===== config.mk =====
export PLATFORM = sky130hd
export DESIGN_NAME = wav_pcm_stream_deframer_top
export DESIGN_NICKNAME = d
export VERILOG_FILES = /design/src/rtl/core/wpsd_pkg.sv /design/src/rtl/core/wav_pcm_stream_deframer_top.sv /design/src/rtl/core/wpsd_parser.sv /design/src/rtl/core/wpsd_res_queue.sv
export SDC_FILE = /design/constraint.sdc
export NUM_CORES = 1
export LEC_CHECK = 0
export BUFFER_PORTS_ARGS = -buffer_cell sky130_fd_sc_hd__buf_2
export CAP_MARGIN = 40
export CORE_MARGIN = 4
export CORE_UTILIZATION = 30
export CTS_CLUSTER_DIAMETER = 60
export DETAILED_ROUTE_END_ITERATION = 10
export MAX_ROUTING_LAYER = met4
export PLACE_DENSITY = 0.56
export SETUP_SLACK_MARGIN = 0.2
export SLEW_MARGIN = 10
export SYNTH_ARGS = -nofsm -noshare
export SYNTH_HDL_FRONTEND = slang
export SYNTH_SLANG_ARGS = --single-unit

===== constraint.sdc =====
create_clock -name clk -period 12.49 [get_ports clk]
set_clock_uncertainty 0.05 [all_clocks]
set_input_delay 0.6245 -clock clk [delete_from_list [all_inputs] [get_ports clk]]
set_output_delay 0.6245 -clock clk [all_outputs]
set_load 0.01 [all_outputs]

===== src/rtl/core/wpsd_pkg.sv =====
`default_nettype none

package wpsd_pkg;

  typedef enum logic [4:0] {
    PH_RIFF = 5'b00001,
    PH_HDR  = 5'b00010,
    PH_BODY = 5'b00100,
    PH_PAD  = 5'b01000,
    PH_HALT = 5'b10000
  } phase_t;

  typedef enum logic [1:0] {
    CK_OTHER = 2'd0,
    CK_FMT   = 2'd1,
    CK_DATA  = 2'd2
  } chunk_t;

  typedef enum logic [1:0] {
    KIND_SAMPLE = 2'd0,
    KIND_END    = 2'd1,
    KIND_ERR    = 2'd2
  } kind_t;

  localparam logic [2:0] ERR_RIFF  = 3'd0;
  localparam logic [2:0] ERR_WAVE  = 3'd1;
  localparam logic [2:0] ERR_PCM   = 3'd2;
  localparam logic [2:0] ERR_BITS  = 3'd3;
  localparam logic [2:0] ERR_NOFMT = 3'd4;

  localparam logic [31:0] MAGIC_RIFF = 32'h4646_4952;
  localparam logic [31:0] MAGIC_WAVE = 32'h4556_4157;
  localparam logic [31:0] MAGIC_FMT  = 32'h2074_6D66;
  localparam logic [31:0] MAGIC_DATA = 32'h6174_6164;
  localparam logic [15:0] PCM_CODE   = 16'h0001;
  localparam logic [15:0] BITS_NARROW = 16'd8;
  localparam logic [15:0] BITS_WIDE   = 16'd16;
  localparam logic [7:0]  BIAS8      = 8'd128;

  localparam logic [4:0] FC_RIFF_MAGIC = 5'd3;
  localparam logic [4:0] FC_WAVE_MAGIC = 5'd11;
  localparam logic [4:0] FC_HDR_ID     = 5'd3;
  localparam logic [4:0] FC_HDR_SIZE   = 5'd7;
  localparam logic [4:0] FC_FMT_CODE   = 5'd1;
  localparam logic [4:0] FC_FMT_CHAN   = 5'd3;
  localparam logic [4:0] FC_FMT_RATE   = 5'd7;
  localparam logic [4:0] FC_FMT_BITS   = 5'd15;
  localparam logic [4:0] FC_FMT_LIMIT  = 5'd16;

  typedef struct packed {
    logic [7:0] byte_value;
    logic       start_of_file;
    logic       end_of_file;
  } item_t;

  typedef struct packed {
    kind_t       kind;
    logic [7:0]  sample;
    logic [2:0]  error_code;
    logic [31:0] sample_rate;
    logic [15:0] channels;
    logic        last;
  } res_t;

  typedef struct packed {
    phase_t      phase;
    logic [4:0]  fc;
    logic [31:0] aw;
    chunk_t      ck;
    logic [31:0] rem;
    logic        odd;
    logic        fmt_seen;
    logic [15:0] fmt_code;
    logic [15:0] chans;
    logic        wide;
    logic [31:0] rate;
    logic [16:0] fo;
    logic [16:0] fb;
  } pst_t;

  localparam pst_t PST_RESET = '{
    phase:    PH_RIFF,
    fc:       5'd0,
    aw:       32'd0,
    ck:       CK_OTHER,
    rem:      32'd0,
    odd:      1'b0,
    fmt_seen: 1'b0,
    fmt_code: 16'd0,
    chans:    16'd1,
    wide:     1'b0,
    rate:     32'd0,
    fo:       17'd0,
    fb:       17'd1
  };

endpackage

`default_nettype wire


===== src/rtl/core/wav_pcm_stream_deframer_top.sv =====
// RIFF/WAVE PCM deframer: one file byte per input request, audio results out.
// Input channel: in_valid/in_stall with in_byte_value, in_start_of_file
// (restarts the parser on that byte) and in_end_of_file (final byte; an
// error is reported if no valid fmt chunk was seen).
// Result channel: out_valid/out_stall with out_kind (sample, end of data
// chunk, error), out_sample, out_error_code, out_sample_rate, out_channels
// and out_last, which marks the last result caused by one byte.
// A byte passes the input register, then the two-entry result queue.
// Throughput: one byte per cycle while the queue has room for its results;
// a byte with no result never waits on the output side. The result port
// delivers one result per cycle while out_stall is low; a byte that ends
// a data chunk with a sample yields two results, a sample and an end.
// Reset: synchronous, rst_n low; the parser waits for the RIFF header and
// the result queue is emptied.
// Stall: while out_stall is high the head result holds; the queue keeps
// taking bytes while it has room for their results, then in_stall rises.
`default_nettype none

module wav_pcm_stream_deframer_top (
  input  wire logic              clk,
  input  wire logic              rst_n,
  input  wire logic              in_valid,
  output logic                   in_stall,
  input  wire logic [7:0]        in_byte_value,
  input  wire logic              in_start_of_file,
  input  wire logic              in_end_of_file,
  output logic                   out_valid,
  input  wire logic              out_stall,
  output logic [1:0]             out_kind,
  output logic signed [7:0]      out_sample,
  output logic [2:0]             out_error_code,
  output logic [31:0]            out_sample_rate,
  output logic [15:0]            out_channels,
  output logic                   out_last
);

  logic            in_vld_r;
  wpsd_pkg::item_t item_r;
  logic            adv;
  logic            pop;
  logic [1:0]      nres;
  logic [1:0]      room;
  wpsd_pkg::res_t  res0;
  wpsd_pkg::res_t  res1;
  wpsd_pkg::res_t  head;

  assign adv = in_vld_r && (nres <= room);
  assign in_stall = in_vld_r && !adv;
  assign pop = out_valid && !out_stall;

  always_ff @(posedge clk) begin
    if (!rst_n) begin
      in_vld_r <= 1'b0;
    end else if (!in_stall) begin
      in_vld_r <= in_valid;
    end
  end

  always_ff @(posedge clk) begin
    if (in_valid && !in_stall) begin
      item_r <= '{byte_value: in_byte_value, start_of_file: in_start_of_file,
                  end_of_file: in_end_of_file};
    end
  end

  wpsd_parser u_parser (
    .clk   (clk),
    .rst_n (rst_n),
    .item  (item_r),
    .adv   (adv),
    .res0  (res0),
    .res1  (res1),
    .nres  (nres)
  );

  wpsd_res_queue u_queue (
    .clk      (clk),
    .rst_n    (rst_n),
    .push     (adv),
    .nres     (nres),
    .res0     (res0),
    .res1     (res1),
    .pop      (pop),
    .room     (room),
    .head_vld (out_valid),
    .head     (head)
  );

  assign out_kind        = head.kind;
  assign out_sample      = $signed(head.sample);
  assign out_error_code  = head.error_code;
  assign out_sample_rate = head.sample_rate;
  assign out_channels    = head.channels;
  assign out_last        = head.last;

endmodule

`default_nettype wire


===== src/rtl/core/wpsd_parser.sv =====
`default_nettype none

module wpsd_parser (
  input  wire logic            clk,
  input  wire logic            rst_n,
  input  wire wpsd_pkg::item_t item,
  input  wire logic            adv,
  output wpsd_pkg::res_t       res0,
  output wpsd_pkg::res_t       res1,
  output logic [1:0]           nres
);

  wpsd_pkg::pst_t st_r;
  wpsd_pkg::pst_t st_nxt;

  logic        e_smp;
  logic        e_end;
  logic        e_err;
  logic [7:0]  smp_val;
  logic [2:0]  err_val;

  always_comb begin
    wpsd_pkg::pst_t cur;
    wpsd_pkg::pst_t s;
    logic [15:0] hi;
    logic [16:0] fo_inc;
    logic [7:0]  b;
    cur = item.start_of_file ? wpsd_pkg::PST_RESET : st_r;
    s = cur;
    b = item.byte_value;
    e_smp = 1'b0;
    e_end = 1'b0;
    e_err = 1'b0;
    smp_val = 8'd0;
    err_val = wpsd_pkg::ERR_RIFF;
    fo_inc = cur.fo + 17'd1;
    if (cur.phase != wpsd_pkg::PH_HALT) begin
      s.aw = {b, cur.aw[31:8]};
    end
    hi = s.aw[31:16];
    case (cur.phase)
      wpsd_pkg::PH_RIFF: begin
        if (cur.fc == wpsd_pkg::FC_RIFF_MAGIC && s.aw != wpsd_pkg::MAGIC_RIFF) begin
          e_err = 1'b1;
          err_val = wpsd_pkg::ERR_RIFF;
          s.phase = wpsd_pkg::PH_HALT;
        end else if (cur.fc == wpsd_pkg::FC_WAVE_MAGIC) begin
          if (s.aw != wpsd_pkg::MAGIC_WAVE) begin
            e_err = 1'b1;
            err_val = wpsd_pkg::ERR_WAVE;
            s.phase = wpsd_pkg::PH_HALT;
          end else begin
            s.phase = wpsd_pkg::PH_HDR;
            s.fc = 5'd0;
          end
        end else begin
          s.fc = cur.fc + 5'd1;
        end
      end
      wpsd_pkg::PH_HDR: begin
        if (cur.fc == wpsd_pkg::FC_HDR_ID) begin
          if (s.aw == wpsd_pkg::MAGIC_FMT) begin
            s.ck = wpsd_pkg::CK_FMT;
          end else if (s.aw == wpsd_pkg::MAGIC_DATA) begin
            s.ck = wpsd_pkg::CK_DATA;
          end else begin
            s.ck = wpsd_pkg::CK_OTHER;
          end
          s.fc = cur.fc + 5'd1;
        end else if (cur.fc == wpsd_pkg::FC_HDR_SIZE) begin
          s.rem = s.aw;
          s.odd = s.aw[0];
          s.fc = 5'd0;
          s.phase = wpsd_pkg::PH_BODY;
          if (cur.ck == wpsd_pkg::CK_FMT) begin
            s.fmt_seen = 1'b0;
            s.fmt_code = 16'd0;
            s.chans = 16'd1;
            s.wide = 1'b0;
            s.rate = 32'd0;
            s.fb = 17'd1;
          end else if (cur.ck == wpsd_pkg::CK_DATA) begin
            s.fo = 17'd0;
            if (!cur.fmt_seen) begin
              e_err = 1'b1;
              err_val = wpsd_pkg::ERR_NOFMT;
              s.phase = wpsd_pkg::PH_HALT;
            end
          end
          if (s.phase == wpsd_pkg::PH_BODY && s.rem == 32'd0) begin
            e_end = (cur.ck == wpsd_pkg::CK_DATA);
            s.phase = s.odd ? wpsd_pkg::PH_PAD : wpsd_pkg::PH_HDR;
            s.fc = 5'd0;
          end
        end else begin
          s.fc = cur.fc + 5'd1;
        end
      end
      wpsd_pkg::PH_BODY: begin
        s.rem = cur.rem - 32'd1;
        if (cur.ck == wpsd_pkg::CK_FMT) begin
          if (cur.fc == wpsd_pkg::FC_FMT_CODE) begin
            s.fmt_code = hi;
            if (hi != wpsd_pkg::PCM_CODE) begin
              e_err = 1'b1;
              err_val = wpsd_pkg::ERR_PCM;
              s.phase = wpsd_pkg::PH_HALT;
            end
          end else if (cur.fc == wpsd_pkg::FC_FMT_CHAN) begin
            s.chans = (hi != 16'd0) ? hi : 16'd1;
          end else if (cur.fc == wpsd_pkg::FC_FMT_RATE) begin
            s.rate = s.aw;
          end else if (cur.fc == wpsd_pkg::FC_FMT_BITS) begin
            if (hi == wpsd_pkg::BITS_NARROW || hi == wpsd_pkg::BITS_WIDE) begin
              s.wide = (hi == wpsd_pkg::BITS_WIDE);
              s.fb = s.wide ? {cur.chans, 1'b0} : {1'b0, cur.chans};
              s.fmt_seen = 1'b1;
            end else begin
              e_err = 1'b1;
              err_val = wpsd_pkg::ERR_BITS;
              s.phase = wpsd_pkg::PH_HALT;
            end
          end
          if (cur.fc < wpsd_pkg::FC_FMT_LIMIT) begin
            s.fc = cur.fc + 5'd1;
          end
        end else if (cur.ck == wpsd_pkg::CK_DATA) begin
          if (cur.fo == {16'd0, cur.wide}) begin
            e_smp = 1'b1;
            smp_val = cur.wide ? b : (b - wpsd_pkg::BIAS8);
          end
          s.fo = (fo_inc >= cur.fb) ? 17'd0 : fo_inc;
        end
        if (s.phase == wpsd_pkg::PH_BODY && s.rem == 32'd0) begin
          e_end = (cur.ck == wpsd_pkg::CK_DATA);
          s.phase = cur.odd ? wpsd_pkg::PH_PAD : wpsd_pkg::PH_HDR;
          s.fc = 5'd0;
        end
      end
      wpsd_pkg::PH_PAD: begin
        s.phase = wpsd_pkg::PH_HDR;
        s.fc = 5'd0;
      end
      default: begin
      end
    endcase
    if (item.end_of_file && s.phase != wpsd_pkg::PH_HALT) begin
      if (!s.fmt_seen) begin
        e_err = 1'b1;
        err_val = wpsd_pkg::ERR_NOFMT;
      end
      s.phase = wpsd_pkg::PH_HALT;
    end
    st_nxt = s;
  end

  always_comb begin
    wpsd_pkg::res_t base;
    base = '{kind: wpsd_pkg::KIND_SAMPLE, sample: 8'd0, error_code: wpsd_pkg::ERR_RIFF,
             sample_rate: st_nxt.rate, channels: st_nxt.chans, last: 1'b0};
    res0 = base;
    res1 = base;
    res1.kind = wpsd_pkg::KIND_END;
    res1.last = 1'b1;
    nres = {1'b0, e_smp} + {1'b0, e_end} + {1'b0, e_err};
    if (e_smp) begin
      res0.sample = smp_val;
      res0.last = !e_end;
    end else if (e_end) begin
      res0.kind = wpsd_pkg::KIND_END;
      res0.last = 1'b1;
    end else begin
      res0.kind = wpsd_pkg::KIND_ERR;
      res0.error_code = err_val;
      res0.last = 1'b1;
    end
  end

  always_ff @(posedge clk) begin
    if (!rst_n) begin
      st_r <= wpsd_pkg::PST_RESET;
    end else if (adv) begin
      st_r <= st_nxt;
    end
  end

  a_err_halts: assert property (@(posedge clk) disable iff (!rst_n)
    adv && nres != 2'd0 && res0.kind == wpsd_pkg::KIND_ERR |=> st_r.phase == wpsd_pkg::PH_HALT)
    else $error("error result without halt");

  a_pair_order: assert property (@(posedge clk) disable iff (!rst_n)
    adv && nres == 2'd2 |-> res0.kind == wpsd_pkg::KIND_SAMPLE && !res0.last)
    else $error("bad result pair");

  a_halt_silent: assert property (@(posedge clk) disable iff (!rst_n)
    adv && st_r.phase == wpsd_pkg::PH_HALT && !item.start_of_file |-> nres == 2'd0)
    else $error("result while halted");

endmodule

`default_nettype wire


===== src/rtl/core/wpsd_res_queue.sv =====
`default_nettype none

module wpsd_res_queue (
  input  wire logic           clk,
  input  wire logic           rst_n,
  input  wire logic           push,
  input  wire logic [1:0]     nres,
  input  wire wpsd_pkg::res_t res0,
  input  wire wpsd_pkg::res_t res1,
  input  wire logic           pop,
  output logic [1:0]          room,
  output logic                head_vld,
  output wpsd_pkg::res_t      head
);

  wpsd_pkg::res_t slot0_r;
  wpsd_pkg::res_t slot1_r;
  wpsd_pkg::res_t slot0_nxt;
  wpsd_pkg::res_t slot1_nxt;
  logic [1:0]     cnt_r;
  logic [1:0]     cnt_nxt;

  assign room = 2'd2 - cnt_r;
  assign head_vld = (cnt_r != 2'd0);
  assign head = slot0_r;

  always_comb begin
    logic [1:0] c;
    logic [1:0] n;
    slot0_nxt = slot0_r;
    slot1_nxt = slot1_r;
    c = cnt_r;
    n = push ? nres : 2'd0;
    if (pop) begin
      slot0_nxt = slot1_r;
      c = c - 2'd1;
    end
    if (n != 2'd0) begin
      if (c == 2'd0) begin
        slot0_nxt = res0;
        if (n == 2'd2) begin
          slot1_nxt = res1;
        end
      end else begin
        slot1_nxt = res0;
      end
    end
    cnt_nxt = c + n;
  end

  always_ff @(posedge clk) begin
    slot0_r <= slot0_nxt;
    slot1_r <= slot1_nxt;
  end

  always_ff @(posedge clk) begin
    if (!rst_n) begin
      cnt_r <= 2'd0;
    end else begin
      cnt_r <= cnt_nxt;
    end
  end

  a_no_overflow: assert property (@(posedge clk) disable iff (!rst_n)
    push |-> nres <= room)
    else $error("result queue overflow");

endmodule

`default_nettype wire


==> results.tsv <==
metric	value	unit
synthesis-stage register bit count	298	
arrival time of the worst setup path	9.02	ns
mapped cell area	16780	um^2
Leak	0.007729	uW
total track usage	0.1880	
pre-CTS setup slack	3.786	ns
largest cells by area after synthesis	dfxtp_1 (27%), edfxtp_1 (13%), nand2_1 (6.0%)	
RSZ-0062 raised after global routing	no	
Post-route DRC	0	
Max stage delay on crit path	0.68	ns
Mapped Cells	2023	
Clock Path Buffers	3	
placed cell count	2734	
Tightest Hold Check Type	input pin to flop	
DR vias	15530	
Post-Syn Area per Cell	8.293	um^2
DR WL/cell	20.15	um
post-layout min period	8.611	ns
largest area contributor in the netlist	dfxtp_1	
Core ar.	55200	um^2
status	completed	
CP endpoint kind	flop	
top-area cell type share of the netlist area	0.2697	
Max Cap Viol	0	
H-tree depth	2	
Die H	244.5	um
# nets final	2069	
most common cell in the netlist	nand2_1	
Die W	244.5	um
count of pins over their slew limit	0	
startpoint type of the worst setup path	flop	
worst hold margin	0.2091	ns
total gr overflow	0	
initial antenna violation count	1	
First-pass DRT Iterations	5	
Peak VDD IR	0.1075	mV
post-route cell area	19160	um^2
final WL	56470	um
Post-synth EDFFs	72	
final setup TNS	0	ns
sequential share of the synthesized area	0.3985	
Yosys cell types	76	
postcts setup bufs	0	
share of cells above drive strength 1	0.1047	
Initial Util	0.3039	
CP Data Required Time	12.90	ns
CTS Hold Bufs	0	
DR iter-0 viols	1229	
clock sink total	298	
GR met3 Demand/Resource	0.03213	
met1 Resource Use GR	0.2546	
I/O pins	78	
FF-to-FF setup slack	3.88	ns
Worst Setup Slack, final	3.879	ns
Mapped Nets	2066	
Num CTS Buffers	36	
CP delay by family, top	simple AND/OR/NAND/NOR gates	
Slew HR	0.3363	
CTS tree	done	
register clock-pin slew on the reported worst setup and hold paths	0.06	ns
slowest CP cell	a21oi_4	
final non-filler cell total	2802	
Least-Margin Pin Slew	0.9704	ns
Async S/R FF share, synth	0	
first-pass GRT wire length	87850	um
Port Buffer Count	77	
Post-DP HPWL	40380	um
fin crit share	0.6894	
synth cell count leaders	nand2_1 (269), dfxtp_1 (226), clkbuf_1 (136)	
Synth Flop Type	dfxtp_1	
WS Path Type	flop to flop	
Detail Route Antenna Nets	0	
Area growth syn-to-layout	14.23	%
grt peak-use layer	met2	
placed inst area	17930	um^2
Bufs and invs on worst path	6	
most frequent CP cell	buf_4	
latest clock arrival within the worst-skew pair	0.54	ns
Hold Fails Final Rpt	0	
GPL Wtd Cong	0.9528	
critical path peak fanout	92	
CTS Root Cell	clkbuf_16	
vias in the first global route	14520	
largest net degree at the start of global routing	97	
Yosys warnings	0	
post-CTS sizing	0	
Setup-failing EPs final	0	
Power Dens Cells	183.2	nW/um^2
highest clock rate	0.1161	GHz
Die ar.	59770	um^2
row cnt	86	
met2 Resource Use GR	0.2873	
Vias/cell	5.543	
-- layout by cell type, fill, tap and decap left out, types with 15 or more instances in the layout --
cell       netlist  routed
nor2_1         124     122
mux2i_1         33      33
a31oi_1         20      20
a21boi_0        34      34
o21ai_0        113     111
and3_1          20      20
a22oi_1         66      66
dfxtp_1        226     226
a21oi_1        115     113
buf_4            1      38
nor2b_1         95      95
edfxtp_1        72      72
ha_1            28      28
nor4_1          32      31
and2_1          30      29
nand3_1         42      42
nand4_1         21      21
nor3b_1         21      21
nand2_1        269     268
clkbuf_16        0      37
nor3_1          54      54
a211oi_1        54      54
a32oi_1         16      16
nand2b_1        15      15
o211a_1         57      57
or3_1           15      15
inv_1           73      72
buf_2            1      81
xnor2_1         21      21
-- final timing paths --
check / from / endpoint / cells past startpoint
worst min-delay path: in_byte_value[7] / item_r[9] / 1
worst min register to register: u_parser.st_r[0] / u_parser.st_r[0] / 2
worst max-delay path: item_r[1] / u_queue.head[26] / 26
worst max register to register: item_r[1] / u_queue.head[26] / 26
-- stage by stage --
step / utilization / power [uW]
after floorplan: - / 2065
after global placement: 0.3213 / 2410
after detailed placement: 0.3249 / 2457
after CTS: 0.3465 / 3535
after global routing: 0.3472 / 3720
final: 0.3472 / 3511
-- final cells by class --
type / count / area [um^2]
Clock inverter: 13 / 163.9
Sequential cell: 298 / 6686
Timing Repair Buffer: 128 / 840.8
Multi-Input combinational cell: 1489 / 9229
Antenna cell: 1 / 2.502
Fill cell: 5701 / 36040
Inverter: 73 / 274.0
Clock buffer: 52 / 1032
Tap cell: 748 / 935.9
-- routing by layer --
layer | wire length, um | up-vias
li1 | - | 7391
met1 | 25740 | 7497
met2 | 25360 | 537
met3 | 3604 | 107
met4 | 1761 | 0
met5 | 0 | -
-- state kept, by name, summed over array words and instances (netlist names) --
name	count
u_parser.st_r	161
u_queue.head	62
u_queue.slot1_r	62
item_r	10
u_queue.cnt_r	2
in_vld_r	1
-- power breakdown --
part	internal, uW	total (uW)	leakage, uW	switching [uW]
Clock	641	1060	0.000585	422
Combinational	429	1090	0.00462	666
Sequential	1200	1350	0.00252	150
Total	2270	3510	0.00773	1240
-- kinds of logic (layout without fill, tap and decap cells) --
| group | after synthesis | count (layout) | synth area share |
|---|---|---|---|
| other | 0 | 1 | 0 |
| xor gates and xnor gates | 31 | 31 | 0.01618 |
| and+or+nand+nor | 804 | 804 | 0.2448 |
| buffers and inverters | 236 | 266 | 0.05444 |
| muxes | 36 | 36 | 0.02170 |
| DFF | 298 | 298 | 0.3985 |
| AOI/OAI and AO/OA | 588 | 588 | 0.2417 |
| adders and majority gates | 30 | 30 | 0.02267 |
Power figures use the tool's default switching activity.
